--- config.mk ---
export PLATFORM = sky130hd
export DESIGN_NAME = wkc_queue
export DESIGN_NICKNAME = d
export VERILOG_FILES = /design/src/rtl/core/weighted_keyword_classifier_defines.svh /design/src/rtl/core/wkc_queue.sv
export SDC_FILE = /design/constraint.sdc
export NUM_CORES = 1
export LEC_CHECK = 0
export ABC_AREA = 1
export ABC_CLOCK_PERIOD_IN_PS = 1200
export BUFFER_PORTS_ARGS = -buffer_cell sky130_fd_sc_hd__buf_4
export CAP_MARGIN = 20
export CORE_AREA = 4 4 49 51
export CTS_CLUSTER_DIAMETER = 100
export DETAILED_ROUTE_END_ITERATION = 8
export DIE_AREA = 0 0 53 55
export HOLD_SLACK_MARGIN = 0.12
export PLACE_DENSITY_LB_ADDON = 0.05
export SYNTH_ARGS = -nofsm -noshare
export SYNTH_HDL_FRONTEND = slang
export SYNTH_SLANG_ARGS = --single-unit
--- constraint.sdc ---
create_clock -name clk -period 1.2 [get_ports clk]
set_input_delay 0.12 -clock clk [delete_from_list [all_inputs] [get_ports clk]]
set_output_delay 0.12 -clock clk [all_outputs]
set_load 0.05 [all_outputs]
--- src/rtl/core/weighted_keyword_classifier_defines.svh ---
// Assertion macros for the weighted keyword classifier.
// Used by the top level; expects clk and rst in scope.
`ifndef WEIGHTED_KEYWORD_CLASSIFIER_DEFINES_SVH
`define WEIGHTED_KEYWORD_CLASSIFIER_DEFINES_SVH

// same-cycle implication
`define WKC_ASSERT_IMP(name, pre, post) \
  name: assert property (@(posedge clk) disable iff (rst) (pre) |-> (post)) \
    else $error("wkc assertion failed");

// next-cycle implication
`define WKC_ASSERT_NXT(name, pre, post) \
  name: assert property (@(posedge clk) disable iff (rst) (pre) |=> (post)) \
    else $error("wkc assertion failed");

`endif

--- src/rtl/core/wkc_queue.sv ---
// Two-entry queue between the front and back halves.
// Generic payload width; no package dependency.
module wkc_queue #(
  parameter int WIDTH = 8
) (
  input  logic             clk,
  input  logic             rst,
  input  logic             push_valid,
  output logic             push_ready,
  input  logic [WIDTH-1:0] push_data,
  output logic             pop_valid,
  input  logic             pop_ready,
  output logic [WIDTH-1:0] pop_data
);
  logic [WIDTH-1:0] mem [2];
  logic             wr_ptr;
  logic             rd_ptr;
  logic [1:0]       count;
  logic             push;
  logic             pop;

  assign push_ready = count != 2'd2;
  assign pop_valid  = count != 2'd0;
  assign pop_data   = mem[rd_ptr];
  assign push       = push_valid && push_ready;
  assign pop        = pop_valid && pop_ready;

  always_ff @(posedge clk) begin
    if (rst) begin
      wr_ptr <= 1'b0;
      rd_ptr <= 1'b0;
      count  <= 2'd0;
    end else begin
      if (push) wr_ptr <= ~wr_ptr;
      if (pop) rd_ptr <= ~rd_ptr;
      if (push && !pop) count <= count + 2'd1;
      else if (pop && !push) count <= count - 2'd1;
    end
  end

  always_ff @(posedge clk) begin
    if (push) mem[wr_ptr] <= push_data;
  end
endmodule

==> impl_metrics.py <==
metrics = {
    "routing": {
        "drt_iter0_drc": 1,
        "ant_nets": 0,
        "drc": 0,
        "finalWirelength_mm": 1.528,
        "vias": 579,
        "via_per_inst": 4.454,
        "avgRoutedWirePerCell_um": 11.75,
        "drt-pass1-iter-count": 2,
    },
    "global_routing": {
        "grt_overflow_total": 0,
        "grt_max_degree": 12,
        "grt_usage_pct": 13.46,
        "grt_pass1_wl_mm": 2.559,
        "antenna_found_initial": 0,
        "grt_pass1_vias": 607,
    },
    "clocking": {
        "clockBufferDepth": 2,
        "root_buffer": "clkbuf_4",
        "numCtsBuffers": 3,
        "cts_max_level": 1,
        "cts.sinks": 21,
        "clk_latency_ps": 300,
        "cts_tree": "done",
        "clkTransAtPathRegs_ps": 110,
    },
    "worst_setup_path": {
        "r2r_slack_ps": -40,
        "worst_ep_required_time_ps": 1080,
        "path_class": "reg -> out",
        "end_kind": "output pin",
        "r2r-start": "count[0]",
        "timing.rr.end": "count[1]",
        "critical_path_arrival_ps": 1260,
        "crit_path_start_kind": "flip-flop",
        "rr_worst_depth": 10,
        "worst-path-max-fanout": 8,
    },
    "floorplan": {
        "fp.dieW_um": 53,
        "fp.dieArea_mm2": 0.002915,
        "rows": 16,
        "pin_count": 22,
        "start_util_pct": 42.98,
        "core_area_mm2": 0.001942,
        "die_h_um": 55,
    },
    "hold_path": {
        "hp-class": "in -> reg",
        "hold_depth": 5,
        "worstHoldStart": "push_valid",
        "whs_endpoint": "wr_ptr",
    },
    "timing": {
        "fin_hold_ws_ps": 179.3,
        "rsz0062_at_grt": "true",
        "final-hold-violation-count": 0,
        "final.setup.tns_ps": -1457,
        "finalSetupViolCount": 9,
        "fin_crit_sh_pct": 115.2,
        "worst_slack_ps": -182.5,
        "period_needed_ps": 1382,
        "slew_headroom_pct": 88.44,
        "fin_skew_ps": 8.440,
        "drv_slew": 0,
        "fmax_mhz": 723.3,
        "worstMarginPinSlew_ps": 173.4,
    },
    "synthesis": {
        "async_flop_share_pct": 0,
        "synth.area.mux_share_pct": 10.79,
        "synthSimpleGateAreaFrac_pct": 10.64,
        "synth_top_family_by_area": "multiplexers",
        "synth.top_cell.area_share_pct": 57.57,
        "post-synth-top-area-cell": "edfxtp_1",
        "syn_area_um2": 834.6,
        "ys.warnings.count": 0,
        "synthFlopType": "edfxtp_1",
        "synth_compound_area_share_pct": 2.399,
        "synth-seq-cells": 21,
        "synth_fa_ha_area_share_pct": 1.499,
        "synth_xor_area_share_pct": 0,
        "seq_area_frac_synth_pct": 69.57,
        "synth_area_leaders": "edfxtp_1, dfxtp_1, mux2_2",
        "synth_edf_count": 16,
        "syn_inst": 62,
        "yosysUniqueCellTypes": 16,
        "syn_nets": 75,
        "synth.avg_cell_area_um2": 13.46,
    },
    "layout": {
        "multi_input_area_um2": 315.3,
        "fin_area_mm2": 0.001404,
        "antenna_cells": 0,
        "drive_above_1_share_pct": 54.37,
        "fillers": 143,
        "area_growth_pct": 68.22,
        "final_cell_count_no_fill": 130,
        "seqCellArea_um2": 586.8,
        "fin_util_pct": 72.29,
        "final_nets": 117,
    },
    "power_and_ir_drop": {
        "powerDensity_mw_per_mm2": 2194,
        "ir_worst_vdd_v": 0.001690,
        "power_mw": 3.080,
        "p_leak_nw": 0.5779,
    },
    "placement": {
        "portBuffers": 21,
        "gp_routability_congestion": 0.7646,
        "place_hpwl_mm": 1.038,
        "dp_slack_ps": -13.26,
        "place_inst": 114,
        "post_dp_cell_area_mm2": 0.001134,
    },
    "outcome": {
        "violations": "negative setup slack",
        "status": "finished with violations",
    },
    "flow_run": {
        "cap_violations": 0,
    },
}
## power breakdown
part	internal (mW)	switching [mW]
registers	0.943	0.0862
clock network	0.130	0.195
logic	0.800	0.925
## cell type report
| class | count | area share [%] |
|---|---|---|
| timing repair buffer | 38 | 28.61 |
| tap | 27 | 2.406 |
| inverter | 8 | 2.852 |
| sequential | 21 | 41.80 |
| multi-input combinational | 32 | 22.46 |
| clock buffer | 4 | 1.872 |
## worst max path at each step
stage / to / slack, ps / depth (start not counted)
2_1_floorplan: count[1] / -30 / 10
3_3_place_gp: count[1] / 20 / 10
3_5_place_dp: count[1] / -10 / 9
4_1_cts: pop_data[7] / -200 / 3
5_1_grt: pop_data[0] / -240 / 3
6_report: pop_data[0] / -180 / 3
## per-layer routing
layer / wire length [um] / part of all wire, % / GRT usage, % / up-vias
met4: 59 / 3.9 / 12.77 / 0
li1: - / - / - / 293
met2: 773 / 51 / 22.73 / 14
met1: 637 / 42 / 13.70 / 267
met5: 0 / 0 / 0 / -
met3: 59 / 3.9 / 3.217 / 5
## worst max-delay path, stage by stage, from the launching register on
cell and delay (ps):
dfxtp_2 360, buf_12 130, mux2_4 310, buf_8 150
## synth_stat cells (2+ instances only)
cell / number
nand3_1: 2
nand2_2: 2
nor2_1: 7
edfxtp_1: 16
inv_1: 6
nand2_1: 6
dfxtp_1: 5
mux2_2: 8
o21ai_0: 2
a21oi_1: 2
## sequential cells by signal (all words and copies together), names as in the netlist, named ones only
name    cells
wr_ptr      1
count       2
mem        16
rd_ptr      1
## layout by cell type, fill, tap and decap left out
cell / instances
o21ai_0: 1
nand3_1: 1
buf_6: 1
nand2_1: 5
nand4_1: 1
buf_8: 10
dfxtp_2: 2
inv_2: 2
nor2_2: 2
inv_1: 4
nor2_1: 5
clkbuf_1: 1
nand3_2: 1
ha_4: 1
clkinv_4: 2
a21oi_1: 1
buf_12: 1
dfxtp_4: 1
clkbuf_4: 3
a21oi_2: 1
mux2_4: 8
nand2_8: 3
o21ai_2: 1
dfxtp_1: 2
edfxtp_1: 16
buf_4: 16
dlygate4sd3_1: 10
nand2_4: 1
## timing repair
item / in CTS / in global routing
setup endpoints to repair: 9 / 12
gates resized for setup: 25 / 10
pin swaps: 2 / 5
setup buffers: 0 / 2
endpoints found under the hold margin: 21 / 0
hold buffers: 10 / 0
## cell families (layout without fill, tap and decap cells)
kind of cell	count (synthesis)	in the layout
multiplexers	8	8
AND/OR/NAND/NOR	19	19
flip-flops	21	21
adder cells (fa/ha/maj)	1	1
AO/OA/AOI/OAI	4	4
buffers and inverters	9	50
(Power assumes the default switching activity.)
