--- config.mk ---
export PLATFORM = sky130hd
export DESIGN_NAME = wkc_front_flat
export DESIGN_NICKNAME = d
export VERILOG_FILES = /design/src/rtl/core/weighted_keyword_classifier_defines.svh /design/src/rtl/core/wkc_pkg.sv /design/src/rtl/core/wkc_ifs.sv /design/src/rtl/core/wkc_front.sv /design/src/flat_wrapper.sv
export SDC_FILE = /design/constraint.sdc
export NUM_CORES = 1
export LEC_CHECK = 0
export BUFFER_PORTS_ARGS = -buffer_cell sky130_fd_sc_hd__clkbuf_2
export CORE_MARGIN = 5
export CORE_UTILIZATION = 35
export DETAILED_ROUTE_END_ITERATION = 6
export PLACE_DENSITY_LB_ADDON = 0.15
export SLEW_MARGIN = 40
export SYNTH_ARGS = -nofsm -noshare
export SYNTH_HDL_FRONTEND = slang
export SYNTH_SLANG_ARGS = --single-unit
--- constraint.sdc ---
create_clock -name clk -period 6 [get_ports clk]
set_clock_uncertainty 0.05 [all_clocks]
set_input_delay 1.2 -clock clk [delete_from_list [all_inputs] [get_ports clk]]
set_output_delay 1.2 -clock clk [all_outputs]
set_load 0.005 [all_outputs]
--- src/rtl/core/weighted_keyword_classifier_defines.svh ---
// Assertion macros for the weighted keyword classifier.
// Used by the top level; expects clk and rst in scope.
`ifndef WEIGHTED_KEYWORD_CLASSIFIER_DEFINES_SVH
`define WEIGHTED_KEYWORD_CLASSIFIER_DEFINES_SVH

// same-cycle implication
`define WKC_ASSERT_IMP(name, pre, post) \
  name: assert property (@(posedge clk) disable iff (rst) (pre) |-> (post)) \
    else $error("wkc assertion failed");

// next-cycle implication
`define WKC_ASSERT_NXT(name, pre, post) \
  name: assert property (@(posedge clk) disable iff (rst) (pre) |=> (post)) \
    else $error("wkc assertion failed");

`endif

--- src/rtl/core/wkc_pkg.sv ---
// Shared types, codes and helper functions for the keyword classifier.
// No dependencies.
package wkc_pkg;

  typedef enum logic [1:0] {
    CMD_CHAR = 2'd0,
    CMD_KW   = 2'd1,
    CMD_TEXT = 2'd2,
    CMD_END  = 2'd3
  } cmd_t;

  typedef enum logic [1:0] {
    OP_CHAR   = 2'd0,
    OP_KW     = 2'd1,
    OP_MATCH  = 2'd2,
    OP_REPORT = 2'd3
  } op_kind_t;

  typedef enum logic [2:0] {
    BK_CLEAR  = 3'd0,
    BK_IDLE   = 3'd1,
    BK_MATCH  = 3'd2,
    BK_DRAIN  = 3'd3,
    BK_REPORT = 3'd4
  } bk_state_t;

  typedef logic signed [47:0] score_t;
  typedef logic signed [31:0] weight_t;

  typedef struct packed {
    op_kind_t    kind;
    logic        flush;
    logic [3:0]  category;
    logic [5:0]  slot;
    logic [4:0]  position;
    logic [7:0]  byte_value;
    logic [5:0]  keyword_length;
    weight_t     weight;
  } wkc_op_t;

  localparam score_t SCORE_MAX = 48'sh7FFF_FFFF_FFFF;
  localparam score_t SCORE_MIN = 48'sh8000_0000_0000;

  function automatic logic is_delim(input logic [7:0] c);
    logic d;
    case (c)
      8'h00, 8'h09, 8'h0A, 8'h2E, 8'h2C, 8'h3B, 8'h21, 8'h3F, 8'h5C, 8'h22,
      8'h27, 8'h28, 8'h29, 8'h5B, 8'h5D, 8'h7B, 8'h7D, 8'h3A, 8'h2D, 8'h20: d = 1'b1;
      default: d = 1'b0;
    endcase
    return d;
  endfunction

  function automatic logic [7:0] fold(input logic [7:0] c);
    logic [7:0] r;
    r = (c >= 8'h41 && c <= 8'h5A) ? c + 8'h20 : c;
    return r;
  endfunction

  function automatic score_t sat_add(input score_t a, input weight_t w);
    logic signed [48:0] s;
    score_t r;
    s = {a[47], a} + {{17{w[31]}}, w};
    if (s[48] != s[47]) begin
      r = s[48] ? SCORE_MIN : SCORE_MAX;
    end else begin
      r = s[47:0];
    end
    return r;
  endfunction

endpackage

--- src/rtl/core/wkc_ifs.sv ---
// Channel interfaces: input items, results and the configuration write.
// No dependencies.
interface wkc_item_if;
  logic               valid;
  logic               ready;
  logic [1:0]         cmd;
  logic [3:0]         category;
  logic [5:0]         slot;
  logic [4:0]         position;
  logic [7:0]         byte_value;
  logic [5:0]         keyword_length;
  logic signed [31:0] weight;
  modport source(output valid, cmd, category, slot, position, byte_value,
                 keyword_length, weight, input ready);
  modport sink(input valid, cmd, category, slot, position, byte_value,
               keyword_length, weight, output ready);
endinterface


--- src/rtl/core/wkc_front.sv ---
// Front half: accepts items, range-checks loads, builds tokens.
// Depends on wkc_pkg and wkc_ifs.
module wkc_front import wkc_pkg::*; #(
  parameter int CATEGORIES            = 16,
  parameter int KEYWORDS_PER_CATEGORY = 64,
  parameter int WORD_LEN              = 32,
  localparam int TL_W = $clog2(WORD_LEN + 1),
  localparam int ROW_W = WORD_LEN * 8
) (
  input  logic             clk,
  input  logic             rst,
  wkc_item_if.sink         items,
  input  logic             open,
  output logic             push_valid,
  input  logic             push_ready,
  output wkc_op_t          push_op,
  output logic [ROW_W-1:0] push_tok,
  output logic [TL_W-1:0]  push_len
);
  localparam int PW = (WORD_LEN > 1) ? $clog2(WORD_LEN) : 1;

  logic [ROW_W-1:0] tok_data;
  logic [TL_W-1:0]  tok_len;
  logic             overlong;
  logic             need_push;
  logic             accept;
  logic             delim;
  logic             tok_live;
  logic             addr_ok;
  logic             room;
  logic [PW-1:0]    widx;

  assign delim    = is_delim(items.byte_value);
  assign tok_live = tok_len != '0 && !overlong;
  assign addr_ok  = int'(items.category) < CATEGORIES &&
                    int'(items.slot) < KEYWORDS_PER_CATEGORY;
  assign room     = int'(tok_len) < WORD_LEN;
  assign widx     = PW'(tok_len);

  always_comb begin
    need_push              = 1'b0;
    push_op.kind           = OP_CHAR;
    push_op.flush          = tok_live;
    push_op.category       = items.category;
    push_op.slot           = items.slot;
    push_op.position       = items.position;
    push_op.byte_value     = items.byte_value;
    push_op.keyword_length = items.keyword_length;
    push_op.weight         = items.weight;
    case (cmd_t'(items.cmd))
      CMD_CHAR: begin
        push_op.kind = OP_CHAR;
        need_push    = addr_ok && int'(items.position) < WORD_LEN;
      end
      CMD_KW: begin
        push_op.kind = OP_KW;
        need_push    = addr_ok;
      end
      CMD_TEXT: begin
        push_op.kind = OP_MATCH;
        need_push    = delim && tok_live;
      end
      CMD_END: begin
        push_op.kind = OP_REPORT;
        need_push    = 1'b1;
      end
      default: need_push = 1'b0;
    endcase
  end

  assign items.ready = push_ready && open;
  assign push_valid  = items.valid && open && need_push;
  assign push_tok    = tok_data;
  assign push_len    = tok_len;
  assign accept      = items.valid && items.ready;

  always_ff @(posedge clk) begin
    if (rst) begin
      tok_len  <= '0;
      overlong <= 1'b0;
    end else if (accept) begin
      case (cmd_t'(items.cmd))
        CMD_TEXT: begin
          if (delim) begin
            tok_len  <= '0;
            overlong <= 1'b0;
          end else if (room) begin
            tok_len <= tok_len + TL_W'(1);
          end else begin
            overlong <= 1'b1;
          end
        end
        CMD_END: begin
          tok_len  <= '0;
          overlong <= 1'b0;
        end
        default: ;
      endcase
    end
  end

  always_ff @(posedge clk) begin
    if (accept && cmd_t'(items.cmd) == CMD_TEXT && !delim && room) begin
      tok_data[8*widx +: 8] <= items.byte_value;
    end
  end
endmodule

--- src/flat_wrapper.sv ---
// flat-port wrapper written by rule: the top's interface ports become plain ports
module wkc_front_flat import wkc_pkg::*;
#(
  parameter int CATEGORIES            = 16,
  parameter int KEYWORDS_PER_CATEGORY = 64,
  parameter int WORD_LEN              = 32,
  localparam int TL_W = $clog2(WORD_LEN + 1),
  localparam int ROW_W = WORD_LEN * 8
)
  (clk, rst, open, push_valid, push_ready, push_op, push_tok, push_len, items_valid, items_cmd, items_category, items_slot, items_position, items_byte_value, items_keyword_length, items_weight, items_ready);
  wkc_item_if items_i ();
  input  logic clk;
  input  logic rst;
  input  logic open;
  output logic push_valid;
  input  logic push_ready;
  output wkc_op_t push_op;
  output logic [ROW_W-1:0] push_tok;
  output logic [TL_W-1:0] push_len;
  input wire logic [$bits(items_i.valid)-1:0] items_valid;
  input wire logic [$bits(items_i.cmd)-1:0] items_cmd;
  input wire logic [$bits(items_i.category)-1:0] items_category;
  input wire logic [$bits(items_i.slot)-1:0] items_slot;
  input wire logic [$bits(items_i.position)-1:0] items_position;
  input wire logic [$bits(items_i.byte_value)-1:0] items_byte_value;
  input wire logic [$bits(items_i.keyword_length)-1:0] items_keyword_length;
  input wire logic [$bits(items_i.weight)-1:0] items_weight;
  output wire logic [$bits(items_i.ready)-1:0] items_ready;
  assign items_i.valid = items_valid;
  assign items_i.cmd = items_cmd;
  assign items_i.category = items_category;
  assign items_i.slot = items_slot;
  assign items_i.position = items_position;
  assign items_i.byte_value = items_byte_value;
  assign items_i.keyword_length = items_keyword_length;
  assign items_i.weight = items_weight;
  assign items_ready = items_i.ready;
  wkc_front #(.CATEGORIES(CATEGORIES), .KEYWORDS_PER_CATEGORY(KEYWORDS_PER_CATEGORY), .WORD_LEN(WORD_LEN)) u_core (.clk(clk), .rst(rst), .items(items_i), .open(open), .push_valid(push_valid), .push_ready(push_ready), .push_op(push_op), .push_tok(push_tok), .push_len(push_len));
endmodule
==> results of run 1 <==
==> cell usage after synthesis (3+ instances only) <==
library cell  number
a21oi_1            6
a31oi_1            4
and2_1            27
and3_1             3
buf_1              6
buf_2              3
buf_4             62
clkbuf_1          36
dfxtp_1            7
edfxtp_1         256
ha_1               3
inv_1             10
nand2_1           70
nand2b_1           5
nand3_1            8
nand3b_1           4
nor2_1           269
nor3_1            15
or3_1              3
==> layer usage <==
metal	GRT usage [%]	part of all wire [%]	vias up
met5	0	0	-
met3	2.91	7.5	78
met2	33.5	49	351
met1	26.0	40	3472
met4	6.77	3.5	0
li1	-	-	3219
==> cell type report <==
type                    count  share of cell area, %
clock buffers              29                   5.30
multi-input cells         454                   16.1
repair buffers            294                   11.5
flip-flops and latches    263                   60.7
clock inverters            21                   2.18
well taps                 390                   3.79
inverters                  11                  0.320
==> state kept, by name, indices dropped and copies added, names as in the netlist <==
register	count
u_core.push_len	6
u_core.overlong	1
u_core.push_tok	256
==> worst max-delay path: stages <==
cell	delay [ns]
clkbuf_2	0.30
or3_1	0.45
a2111o_1	0.43
o31ai_1	0.13
a21oi_2	0.16
nand2b_1	0.17
a31oi_1	0.16
clkbuf_2	0.14
==> final timing paths <==
| kind | start | endpoint | depth (start not counted) |
|---|---|---|---|
| max | items_byte_value[0] | push_valid | 8 |
| min | u_core.overlong | u_core.overlong | 1 |
| max reg2reg | u_core.push_len[0] | u_core.push_tok[165] | 8 |
| min reg2reg | u_core.overlong | u_core.overlong | 1 |
==> logic make-up after synthesis <==
group / Yosys count / share of synthesized area, %
AND/OR/NAND/NOR: 416 / 16.5
multiplexers: 1 / 0.0946
adder cells (fa/ha/maj): 3 / 0.355
flip-flops: 263 / 74.0
AO/OA/AOI/OAI: 31 / 2.31
XOR/XNOR: 3 / 0.248
buffers and inverters: 119 / 6.53
==> power breakdown <==
| part | switching, mW | internal (mW) | total [mW] |
|---|---|---|---|
| Clock | 0.720 | 1.09 | 1.81 |
| Combinational | 0.0510 | 0.0209 | 0.0719 |
| Sequential | 0.00115 | 1.99 | 1.99 |
==> results.json, run 1 <==
{
  "status": "complete, no violations",
  "async_flop_share_pct": 0,
  "seqCellArea_um2": 7830,
  "cp-end-kind": "primary output",
  "fin_nets": 1122,
  "r2r_setup_slack_ns": 2.15,
  "vias_per_cell": 4.87,
  "cp-start-kind": "input port",
  "start_util_pct": 35.6,
  "ys_seq_area_share_pct": 74.0,
  "min_period_ns": 4.40,
  "maxCapViolations": 0,
  "track_usage_pct": 19.7,
  "postSynthCellCount": 836,
  "antenna_found_initial": 0,
  "synth.cell_area_um2": 10600,
  "yosys_register_bits": 263,
  "relSlewSlack_pct": 42.4,
  "routed_wl_mm": 34.3,
  "grt_pass1_vias": 7110,
  "gp_congestion": 0.776,
  "power_mw": 3.87,
  "die_area_um2": 33800,
  "syn_area_per_cell_um2": 12.7,
  "ys_types": 48,
  "ioPinCount": 396,
  "clock.fmax_ghz": 0.227,
  "layout-drive-gt1-share_pct": 32.9,
  "io_buffers": 289,
  "worstSetupPathType": "input port to primary output",
  "clk_latency_ns": 0.53,
  "dp_hpwl_mm": 25.5,
  "dr.pass1.iters": 5,
  "timing.final.crit_share_pct": 73.3,
  "finalMaxSlewViolations": 0,
  "post-route-util_pct": 43.4,
  "clock_path_buffers": 3,
  "synth-edff-count": 256,
  "worstPathRequired_ns": 4.75,
  "cts_sinks": 263,
  "whs_ns": 0.434,
  "holdCritPathClass": "register to register",
  "die_w_um": 184,
  "grt_max_degree": 61,
  "htreeDepth": 1,
  "grt_overflow_total": 0,
  "synth_top_cells_by_area": "edfxtp_1 (73%), nor2_1 (9.5%), buf_4 (4.4%)",
  "cts_tree": "yes",
  "antenna_cells": 0,
  "post_drt_wl_per_cell_um": 23.5,
  "path_clk_slew_ns": 0.06,
  "grt_pass1_wl_mm": 49.3,
  "ant_nets": 0,
  "peakVddDrop_mv": 0.178,
  "p_leak_nw": 4.31,
  "area_growth_pct": 21.8,
  "mostFrequentLayoutCells": "clkbuf_2 (289), nor2_1 (269), edfxtp_1 (256)",
  "cts_resized": 0,
  "synth_top_cell_by_area": "edfxtp_1",
  "std_cell_rows": 63,
  "root_buffer": "clkbuf_16",
  "layout_commonest_cell": "clkbuf_2",
  "drc": 0,
  "cts_buffers": 27,
  "pwr_density_cell_nw_per_um2": 300,
  "worstMarginPinSlew_ns": 0.862,
  "setup-violations-final": 0,
  "final_hold_viol_count": 0,
  "stdcell_area_um2": 12900,
  "drt_iter0_markers": 694,
  "fillers": 2760,
  "critical_path_arrival_ns": 3.15,
  "yosysTopAreaCellShare_pct": 72.6,
  "instances_no_fill": 1462,
  "syn-num-nets": 907,
  "placed_area_um2": 11900,
  "path_max_fanout": 19,
  "dp.cells": 1412,
  "final.setup.tns_ns": 0,
  "multi_input_area_um2": 2080,
  "ys_warn_count": 0,
  "hold_buffers": 0,
  "pre_cts_ws_ns": 1.37,
  "setup_ws_ns": 1.60,
  "post_cts_buffers": 0,
  "dieHeight_um": 184,
  "vias": 7120,
  "core_area_um2": 29700,
  "synthFlopType": "edfxtp_1",
  "rsz0062_at_grt": "no"
}
No activity file was read; power rests on OpenSTA's default activity.
==> run 2: changes to the inputs <==
Settings changed: ABC_AREA set to 1.
Clock period 6 ns to 3.9 ns, I/O delays scaled along.
==> run 2 against run 1 <==
Core utilization down 0.50 points. Global-route usage down 0.54 points. Clock power up 48%. Combinational power rose to 3.1 times the previous value. Setup slack worse by 0.95 ns. Design area up 7.4%. Sequential power up 54%.
==> results.json, run 2 <==
{
  "core_area_um2": 32300,
  "pwr_density_cell_nw_per_um2": 431,
  "grt_max_degree": 65,
  "final.setup.tns_ns": 0,
  "path_max_fanout": 17,
  "r2r_cells": 9,
  "yosys_register_bits": 263,
  "path_clk_slew_ns": 0.05,
  "critical_path_arrival_ns": 2.42,
  "grt_pass1_wl_mm": 51.5,
  "dp.cells": 1696,
  "std_cell_rows": 66,
  "whs_ns": 0.438,
  "critPathTopFamily": "buffers and inverters",
  "ys_warn_count": 0,
  "cp-end-kind": "primary output",
  "peakVddDrop_mv": 0.315,
  "vias_per_cell": 4.70,
  "clk_latency_ns": 0.54,
  "yosysTopAreaCellShare_pct": 67.6,
  "grt_use_met2_pct": 35.9,
  "maxCapViolations": 0,
  "timing.final.crit_share_pct": 83.2,
  "cpMostUsedCell": "inv_1",
  "largest_reg_flops": 256,
  "synth-edff-count": 256,
  "grt_busiest_layer": "met2",
  "worstMarginPinSlew_ns": 0.768,
  "postSynthCellCount": 1052,
  "fin_nets": 1356,
  "die_area_um2": 36200,
  "cp_cell_sequence": "inv_1 -> ha_1 -> nand3_1 -> nor2_2 -> inv_2 -> o21bai_1 -> inv_1 -> nand2_1 -> a21oi_1 -> clkbuf_2",
  "synth_top_cells_by_area": "edfxtp_1 (68%), nor2_1 (12%), buf_4 (4.4%)",
  "antenna_cells": 0,
  "setup-violations-final": 0,
  "syn-num-nets": 1123,
  "antenna_found_initial": 1,
  "clock.fmax_ghz": 0.308,
  "cp_slowest_cell": "dfxtp_1",
  "synth.cell_area_um2": 11400,
  "cp.buffers_inverters": 4,
  "async_flop_share_pct": 0,
  "p_sw_share_pct": 21.1,
  "p_leak_nw": 5.24,
  "critical-path-max-stage-delay_ns": 0.40,
  "worstSetupPathType": "register to primary output",
  "endpoint": "push_valid",
  "instances_no_fill": 1749,
  "finalMaxSlewViolations": 0,
  "min_period_ns": 3.25,
  "start_util_pct": 35.2,
  "synth_common_cells": "nor2_1 (351), edfxtp_1 (256), nand2_1 (117)",
  "cts_resized": 0,
  "mostFrequentLayoutCells": "nor2_1 (351), clkbuf_2 (289), edfxtp_1 (256)",
  "root_buffer": "clkbuf_16",
  "layout-drive-gt1-share_pct": 30.5,
  "grt_pass1_vias": 8226,
  "p_comb_share_pct": 3.8,
  "clock_path_buffers": 3,
  "pwr-share-clk_pct": 44.9,
  "status": "complete, no violations",
  "intPower_mw": 4.71,
  "crit_start": "u_core.push_len[1]",
  "r2r_start": "u_core.push_len[1]",
  "cts_sinks": 263,
  "post_cts_buffers": 0,
  "post_drt_wl_per_cell_um": 20.7,
  "rr_endpoint": "u_core.push_tok[214]",
  "htreeDepth": 1,
  "hold_buffers": 0,
  "grt_overflow_total": 0,
  "cp-start-kind": "register",
  "dieHeight_um": 190,
  "ant_nets": 0,
  "p_sw_mw": 1.25,
  "vias": 8227,
  "rsz0062_at_grt": "no",
  "area_growth_pct": 21.7,
  "layout_commonest_cell": "nor2_1",
  "drt_iter0_markers": 584,
  "dr.pass1.iters": 5,
  "ys_seq_area_share_pct": 68.8,
  "yosysMostFrequentCell": "nor2_1",
  "io_buffers": 289,
  "ioPinCount": 396,
  "grt_use_met3_pct": 3.42,
  "die_w_um": 190,
  "synth_top_cell_by_area": "edfxtp_1",
  "holdCritPathClass": "register to register",
  "gp_congestion": 0.896,
  "relSlewSlack_pct": 48.6,
  "r2r_setup_slack_ns": 0.81,
  "track_usage_pct": 19.2,
  "routed_wl_mm": 36.3,
  "worstSetupPathDepth": 10,
  "drc": 0,
  "dp_hpwl_mm": 27.8,
  "final_hold_viol_count": 0,
  "worstPathRequired_ns": 3.07,
  "synthFlopType": "edfxtp_1",
  "ys_types": 32,
  "syn_area_per_cell_um2": 10.8,
  "cts_tree": "yes",
  "grt_use_met1_pct": 22.0,
  "cts_buffers": 29,
  "sequentialPowerShare_pct": 51.3
}
run 2: worst min-delay path, cell delays in order, from the launching register on:
cell and delay, ns:
dfxtp_1 0.33, a21oi_1 0.04, nor2_1 0.09
run 2: power by group through the flow:
stage / clock network (mW) / logic (mW) / registers [mW]
2_1_floorplan: 0 / 0.207 / 3.12
3_3_place_gp: 0 / 0.225 / 3.12
3_5_place_dp: 0 / 0.227 / 3.12
4_1_cts: 2.74 / 0.227 / 3.06
5_1_grt: 2.85 / 0.251 / 3.06
6_report: 2.68 / 0.226 / 3.06
run 2: per-layer routing:
metal	vias to the layer above	part of all wire, %
met2	339	53
li1	3838	-
met5	-	0.019
met1	3954	37
met3	94	7.2
met4	2	3.4
run 2: worst min path at each step:
stage                     cells after the start  slack (ns)       startpoint               to
after floorplan                               2        0.40  u_core.overlong  u_core.overlong
after global placement                        2        0.43  u_core.overlong  u_core.overlong
after detailed placement                      2        0.42  u_core.overlong  u_core.overlong
after CTS                                     2        0.44  u_core.overlong  u_core.overlong
after global routing                          2        0.46  u_core.overlong  u_core.overlong
final                                         2        0.44  u_core.overlong  u_core.overlong
run 2: cells by family after synthesis:
| logic type | count (synthesis) | synth area share [%] |
|---|---|---|
| and+or+nand+nor | 575 | 20.7 |
| AOI/OAI and AO/OA | 8 | 0.528 |
| DFF | 263 | 68.8 |
| adders and majority gates | 3 | 0.330 |
| buffers and inverters | 202 | 9.44 |
| xor gates and xnor gates | 1 | 0.143 |
run 2: through the flow:
| stage | worst slack [ns] | cell area [um2] | utilization (%) | power (mW) |
|---|---|---|---|---|
| final | 0.655 | 13800 | 42.9 | 5.96 |
| after CTS | 0.550 | 13800 | 42.8 | 6.02 |
| after floorplan | 0.869 | 11400 | - | 3.33 |
| after global routing | 0.437 | 13800 | 42.9 | 6.16 |
| after detailed placement | 0.731 | 12900 | 39.9 | 3.35 |
| after global placement | 0.784 | 12900 | 39.9 | 3.34 |
run 2: final cells by class:
cell class / instances / area [um2]
Fill cell: 3146 / 18400
Sequential cell: 263 / 7830
Multi-Input combinational cell: 587 / 2510
Timing Repair Buffer: 323 / 1710
Clock buffer: 38 / 779
Tap cell: 442 / 553
Inverter: 81 / 307
Clock inverter: 15 / 153
